==> src/rtl/bmprpc_pkg.sv <==
// Shared types, register codes and pixel packing for the BMP row pixel converter.
package bmprpc_pkg;

   // Default sizes
   localparam int MAX_WIDTH_DEF     = 1024;
   localparam int PALETTE_DEPTH_DEF = 256;

   // Field widths
   localparam int IMAGE_WIDTH_W = 11;
   localparam int PAL_SIZE_W    = 9;
   localparam int CSR_INDEX_W   = 3;
   localparam int CSR_DATA_W    = 11;

   // Result queue depth, holds two bursts of two pixels
   localparam int OQ_DEPTH = 4;
   localparam int OQ_LVL_W = $clog2(OQ_DEPTH + 1);

   // Register indexes
   localparam logic [CSR_INDEX_W-1:0] CSR_PIXEL_MODE    = 3'd0;
   localparam logic [CSR_INDEX_W-1:0] CSR_IMAGE_WIDTH   = 3'd1;
   localparam logic [CSR_INDEX_W-1:0] CSR_PALETTE_SIZE  = 3'd2;
   localparam logic [CSR_INDEX_W-1:0] CSR_OUTPUT_FORMAT = 3'd3;
   localparam logic [CSR_INDEX_W-1:0] CSR_BLACK_TRANSP  = 3'd4;

   // Request opcodes
   localparam logic OP_PAL_WRITE = 1'b0;
   localparam logic OP_ROW_BYTE  = 1'b1;

   // Output formats
   localparam logic FMT_RGB565   = 1'b0;
   localparam logic FMT_ARGB8888 = 1'b1;

   // Row length after reset: 24 bpp, one pixel wide
   localparam int RST_DATA_LEN = 3;
   localparam int RST_ROW_PAD  = 4;

   typedef enum logic [1:0] {
      MODE_4BPP  = 2'd0,
      MODE_8BPP  = 2'd1,
      MODE_24BPP = 2'd2,
      MODE_32BPP = 2'd3
   } pixel_mode_type;

   typedef struct packed {
      logic        opcode;
      logic [7:0]  entry_index;
      logic [23:0] entry_color;
      logic [7:0]  data_byte;
   } req_type;

   typedef struct packed {
      logic [31:0] pixel_value;
      logic        last_in_row;
   } rsp_type;

   // Up to two results pushed into the output queue in one cycle
   typedef struct packed {
      logic [1:0] count;
      rsp_type    item0;
      rsp_type    item1;
   } oq_push_type;

   // Pack one R/G/B colour into the selected output word
   function automatic logic [31:0] pack_pixel(input logic [23:0] rgb,
                                              input logic        fmt,
                                              input logic        transp);
      logic [7:0]  r;
      logic [7:0]  g;
      logic [7:0]  b;
      logic [7:0]  a;
      logic [31:0] v;
      r = rgb[23:16];
      g = rgb[15:8];
      b = rgb[7:0];
      a = (transp && (rgb == 24'd0)) ? 8'd0 : 8'hFF;
      if (fmt == FMT_ARGB8888) begin
         v = {a, r, g, b};
      end else begin
         v = {16'd0, r[7:3], g[7:2], b[7:3]};
      end
      return v;
   endfunction

endpackage

==> src/rtl/bmprpc_out_queue.sv <==
// Result queue taking up to two pixels per cycle and giving one per cycle.
module bmprpc_out_queue
   import bmprpc_pkg::*;
#(
   parameter int DEPTH = OQ_DEPTH
) (
   input  logic                          clock,
   input  logic                          reset,
   input  oq_push_type                   push,
   input  logic                          pop,
   output logic [$clog2(DEPTH+1)-1:0]    level,
   output rsp_type                       head
);

   localparam int PTR_W = $clog2(DEPTH);
   localparam int LVL_W = $clog2(DEPTH + 1);

   rsp_type          slot_ff [DEPTH];
   logic [PTR_W-1:0] wr_ptr_ff;
   logic [PTR_W-1:0] wr_ptr_in;
   logic [PTR_W-1:0] wr_ptr_nx;
   logic [PTR_W-1:0] rd_ptr_ff;
   logic [PTR_W-1:0] rd_ptr_in;
   logic [LVL_W-1:0] level_ff;
   logic [LVL_W-1:0] level_in;

   // Advance pointers and level
   always_comb begin
      wr_ptr_nx = (32'(wr_ptr_ff) == DEPTH - 1) ? '0 : wr_ptr_ff + 1'b1;
      wr_ptr_in = wr_ptr_ff;
      if (push.count == 2'd1) begin
         wr_ptr_in = wr_ptr_nx;
      end else if (push.count == 2'd2) begin
         wr_ptr_in = (32'(wr_ptr_nx) == DEPTH - 1) ? '0 : wr_ptr_nx + 1'b1;
      end
      rd_ptr_in = rd_ptr_ff;
      if (pop) begin
         rd_ptr_in = (32'(rd_ptr_ff) == DEPTH - 1) ? '0 : rd_ptr_ff + 1'b1;
      end
      level_in = level_ff + LVL_W'(push.count) - LVL_W'(pop);
   end

   always_ff @(posedge clock) begin
      if (reset) begin
         wr_ptr_ff <= '0;
         rd_ptr_ff <= '0;
         level_ff  <= '0;
      end else begin
         wr_ptr_ff <= wr_ptr_in;
         rd_ptr_ff <= rd_ptr_in;
         level_ff  <= level_in;
      end
   end

   // Store pushed pixels
   always_ff @(posedge clock) begin
      if (push.count != 2'd0) begin
         slot_ff[wr_ptr_ff] <= push.item0;
      end
      if (push.count == 2'd2) begin
         slot_ff[wr_ptr_nx] <= push.item1;
      end
   end

   assign level = level_ff;
   assign head  = slot_ff[rd_ptr_ff];

endmodule

==> config.mk <==
export PLATFORM = sky130hd
export DESIGN_NAME = bmprpc_out_queue
export DESIGN_NICKNAME = d
export VERILOG_FILES = /design/src/rtl/bmprpc_pkg.sv /design/src/rtl/bmprpc_out_queue.sv
export SDC_FILE = /design/constraint.sdc
export NUM_CORES = 1
export LEC_CHECK = 0
export ABC_AREA = 1
export BUFFER_PORTS_ARGS = -buffer_cell sky130_fd_sc_hd__buf_2
export CORE_ASPECT_RATIO = 2
export CORE_MARGIN = 5
export CORE_UTILIZATION = 45
export CTS_BUF_LIST = sky130_fd_sc_hd__clkbuf_8
export DETAILED_ROUTE_END_ITERATION = 16
export GPL_TIMING_DRIVEN = 0
export PLACE_DENSITY = 0.71
export SETUP_SLACK_MARGIN = 0.4
export SYNTH_ARGS = -nofsm -noshare
export SYNTH_HDL_FRONTEND = slang
export SYNTH_SLANG_ARGS = --single-unit
export TNS_END_PERCENT = 1
==> constraint.sdc <==
create_clock -name clock -period 6.76 [get_ports clock]
set_input_delay 1.014 -clock clock [delete_from_list [all_inputs] [get_ports clock]]
set_output_delay 1.014 -clock clock [all_outputs]
set_load 0.02 [all_outputs]
**Word level (Yosys, flattened, before mapping)**

Memories as Yosys holds them, arrays and structs flattened. A register that Yosys moved wholly into a read port is not among the register bits.
Cells that the tools add are included.

- Register bits: 7
- RAM bits: 132
- Output and inout bits: 36
- Word-level logic and storage cells: 27
- Memories: 1

Memories:

| memory | depth | width | read ports | clocked after memory_dff | write ports | line | text |
|---|---|---|---|---|---|---|---|
| slot_ff | 4 | 33 | 1 | 1 | 2 | bmprpc_out_queue.sv:18 | `rsp_type slot_ff [DEPTH];` |

- Add/subtract/negate cells: 5
- Eq/ne operators: 5
- Mux-type cells: 11
- Reductions and logical operators: 2

Operator list:

| cell | count |
|---|---|
| 2-to-1 mux 2 bit | 7 |
| equality test 2 bit (second input constant) | 4 |
| adder 2 x 1 -> 2 bit (second input constant) | 3 |
| 2-to-1 mux 1 bit | 4 |
| nonzero test 2 bit | 2 |
| adder 3 x 2 -> 3 bit | 1 |
| subtractor 3 x 1 -> 3 bit | 1 |
| equality test 2 x 1 -> 1 bit (second input constant) | 1 |

**Depth between registers and ports, before layout**

- Depth in word-level cells: 6
- Mapped depth: 8

**Worst setup path after synthesis**

No wires, ideal clock.

- Path kind: in2reg
- Start: input push[66] (netlist bit)
- End: memory slot_ff[3][0] (netlist bit) (enable)
- Arrival time: 3.642 ns
- Required time: 6.291 ns
- Path slack: 2.649 ns
- Stages on the path: 3
- Path buffers: 0
- Cells stage by stage: inv_1 > ha_1 > o21ai_0

RTL lines:

| item | line | text |
|---|---|---|
| from (decl) | bmprpc_out_queue.sv:9 | `input oq_push_type push,` |
| to (decl) | bmprpc_out_queue.sv:18 |  |

==> impl_results.md <==
- Area grow syn2layout: 19.9%
- ANT cells: 0
- Max VDD drop: 0.136 mV
- Via density: 5.41
- Syn. warnings: 0
- Post-synthesis cell count: 723
- Worst skew pair latency: 0.47 ns
- Post-synth top area cell: edfxtp_1
- DR WL/cell: 18.4 um
- DP Wirelength: roughly 14,000 um
- Chip Width: 98.1 um
- FILL cells: 1,381
- Vias in the first global route: between 5,000 and 6,000
- Crit path capture type: output pin
- Detailed Route WL: 19,500 um
- Unrepaired setup endpoints after global routing: no
- Die area: 0.0183 mm^2
- Final WS setup: 3.71 ns
- Hold buffers post-CTS: 0
- Critical path startpoint category: flop
- Status: finished clean
- Clock skew: 0.0201 ns
- Slew margin rel.: between 40% and 50%
- # DRC: 0
- Pre-CTS WS: 3.71 ns
- GRT Util Overall: 21.4%
- Initial Utilization: 45.7%
- Synth area leaders: edfxtp_1 57%, o21ai_0 14%, nand2_1 7.7%, nor2_1 4.0%, buf_6 3.2%
- Nets: ~940
- Std-Cell Rows: 64
- CTS resizes: 0
- Yosys cell types: 20
- Count leader, synth: o21ai_0
- Post-CTS Setup Inserts: 0
- Setup_tns: 0 ns
- Global-route wire length before repair: 29,600 um
- WS Path Type: reg -> out
- Fin. max-slew vios: 0
- Fraction of layout cells with a size suffix above 1: 20.8%
- H-tree lvl count: 4
- Post-layout min period: between 3 and 4 ns
- Largest net degree at the start of global routing: 25
- Total number of vias: ~5,700
- Total CTS buffers: 17
- Final std cells w/o fill: 1,063
- Fraction of registers with async set or reset after synthesis: 0%
- Lkg Pwr: 3.60 nW
- Crit-path max FO: 10
- Final Hold Fails: 0
- Placed Cells: 1,031
- Chip height: approximately 190 um
- Synth top area share: between 50% and 60%
- CTS tree: built
- Ys flop type: edfxtp_1
- Multi-input logic area: 0.00233 mm^2
- Clk buf depth: 2
- Final setup vio count: 0
- Synthesized area per cell: between 9 and 10 um^2
- Seq. cell area: 0.00414 mm^2
- Clk pin slew, worst setup/hold paths: 0.09 ns
- Post-Syn Area: approximately 0.007 mm^2
- Post-Syn Nets: between 800 and 900
- HP Class: reg -> reg
- Total power: 0.00235 W
- #FFs+latches synth: around 140
- Synth cell count leaders: 197 x o21ai_0, 143 x nand2_1, 132 x edfxtp_1
- Max cap viols: 0
- Io pins: 107
- Power Dens Cells: 280 mW/mm^2
- WP data required: 5.75 ns
- RR Startpoint: wr_ptr_ff[0]$_SDFFE_PP0P_
- Gr ovfl total: 0
- Tightest Pin Transition: 0.807 ns
- GP Congestion: 0.854
- Post-synth EDFFs: approximately 130
- Critical path arrival: 2.04 ns
- Fmax: 0.328 GHz
- Root Driver: clkbuf_8
- Clock sinks: ~140
- Core area: 0.0153 mm^2
- Iteration-0 DRC Markers: roughly 440
- Crit share post-route: roughly 45%
- Number of routed nets with antenna violations: 0
- Antenna violations before repair: 2
- DRT Pass-1 Iters: 5
- Port bufs: 106
- Sequential element share of the synthesized area: between 50% and 60%
- Worst hold start: rd_ptr_ff[1]$_SDFFE_PP0P_
-- worst max-delay path, stage by stage (launching register included) --
cell and delay (ns):
dfxtp_1 0.39, inv_2 0.13, clkbuf_1 0.40, o21ai_0 0.16, o22ai_1 0.25, buf_2 0.23
-- layout by cell type (no fill, tap or decap) --
cell type and instances:
clkbuf_8 17, a21oi_1 3, o21ai_0 193, fa_1 1, buf_2 113, nand3_1 3
clkbuf_1 16, nor3_1 1, dfxtp_1 9, buf_12 1, o22ai_1 33, clkinv_4 3
inv_6 2, inv_8 2, nand2_1 143, edfxtp_1 132, buf_16 3, xor2_1 1
clkinvlp_4 1, inv_2 2, buf_6 20, buf_4 3, inv_1 55, bufinv_16 5
clkinv_2 2, o21ai_1 7, clkbuf_2 2, o21ai_4 4, ha_1 14, nor2_1 74
-- per-layer routing --
metal | track usage (%) | vias up | share of wire [%]
li1 | - | 2755 | -
met5 | 0 | - | 0.11
met4 | 9.35 | 4 | 3.6
met1 | 20.9 | 2666 | 33
met2 | 42.1 | 260 | 57
met3 | 5.00 | 61 | 6.4
-- cell type report --
| type | count | area share, % |
|---|---|---|
| plain buffers | 48 | 4.21 |
| clock buffers | 17 | 2.79 |
| clock inverters | 15 | 2.79 |
| inverters | 57 | 2.55 |
| multi-input cells | 477 | 27.7 |
| flip-flops and latches | 141 | 49.4 |
| well taps | 198 | 2.95 |
| repair buffers | 110 | 7.55 |
-- where the power goes --
group / leakage (nW) / total [W] / switching (W) / internal (W)
clock network: 0.234 / 0.000801 / 0.000355 / 0.000446
logic: 2.05 / 0.000454 / 0.000302 / 0.000152
registers: 1.31 / 0.00109 / 0.0000247 / 0.00107
total: 3.60 / 0.00235 / 0.000682 / 0.00167
-- sequential cells by signal, indices dropped and copies added (netlist names), named ones only --
| name | cells |
|---|---|
| wr_ptr_ff | 2 |
| level | 3 |
| rd_ptr_ff | 2 |
| slot_ff | 132 |
-- logic make-up (layout without fill, tap and decap cells) --
kind of cell / Yosys count / after routing / share of synthesized area (%)
AOI/OAI and AO/OA: 240 / 240 / 17.8
xor gates and xnor gates: 1 / 1 / 0.125
DFF: 141 / 141 / 59.3
and+or+nand+nor: 221 / 221 / 11.9
buffers and inverters: 105 / 247 / 8.11
adders and majority gates: 15 / 15 / 2.79
-- per-stage QoR --
step / hold WS (ns) / area [um^2] / utilization (%)
5_1_grt: 0.609 / 8390 / 54.8
3_3_place_gp: 0.536 / 7770 / 50.8
4_1_cts: 0.550 / 8390 / 54.8
6_report: 0.546 / 8390 / 54.8
3_5_place_dp: 0.542 / 7920 / 51.8
2_1_floorplan: 0.494 / 6990 / -
-- final timing paths --
| kind | endpoint | slack [ns] | cells after the start |
|---|---|---|---|
| worst max-delay path | head[18] | 3.71 | 5 |
| worst max register to register | slot_ff[3][3]$_DFFE_PP_ | 4.32 | 6 |
| worst min-delay path | rd_ptr_ff[1]$_SDFFE_PP0P_ | 0.55 | 2 |
| worst min register to register | rd_ptr_ff[1]$_SDFFE_PP0P_ | 0.55 | 2 |
Note: power is estimated with default switching activity, not from simulation.
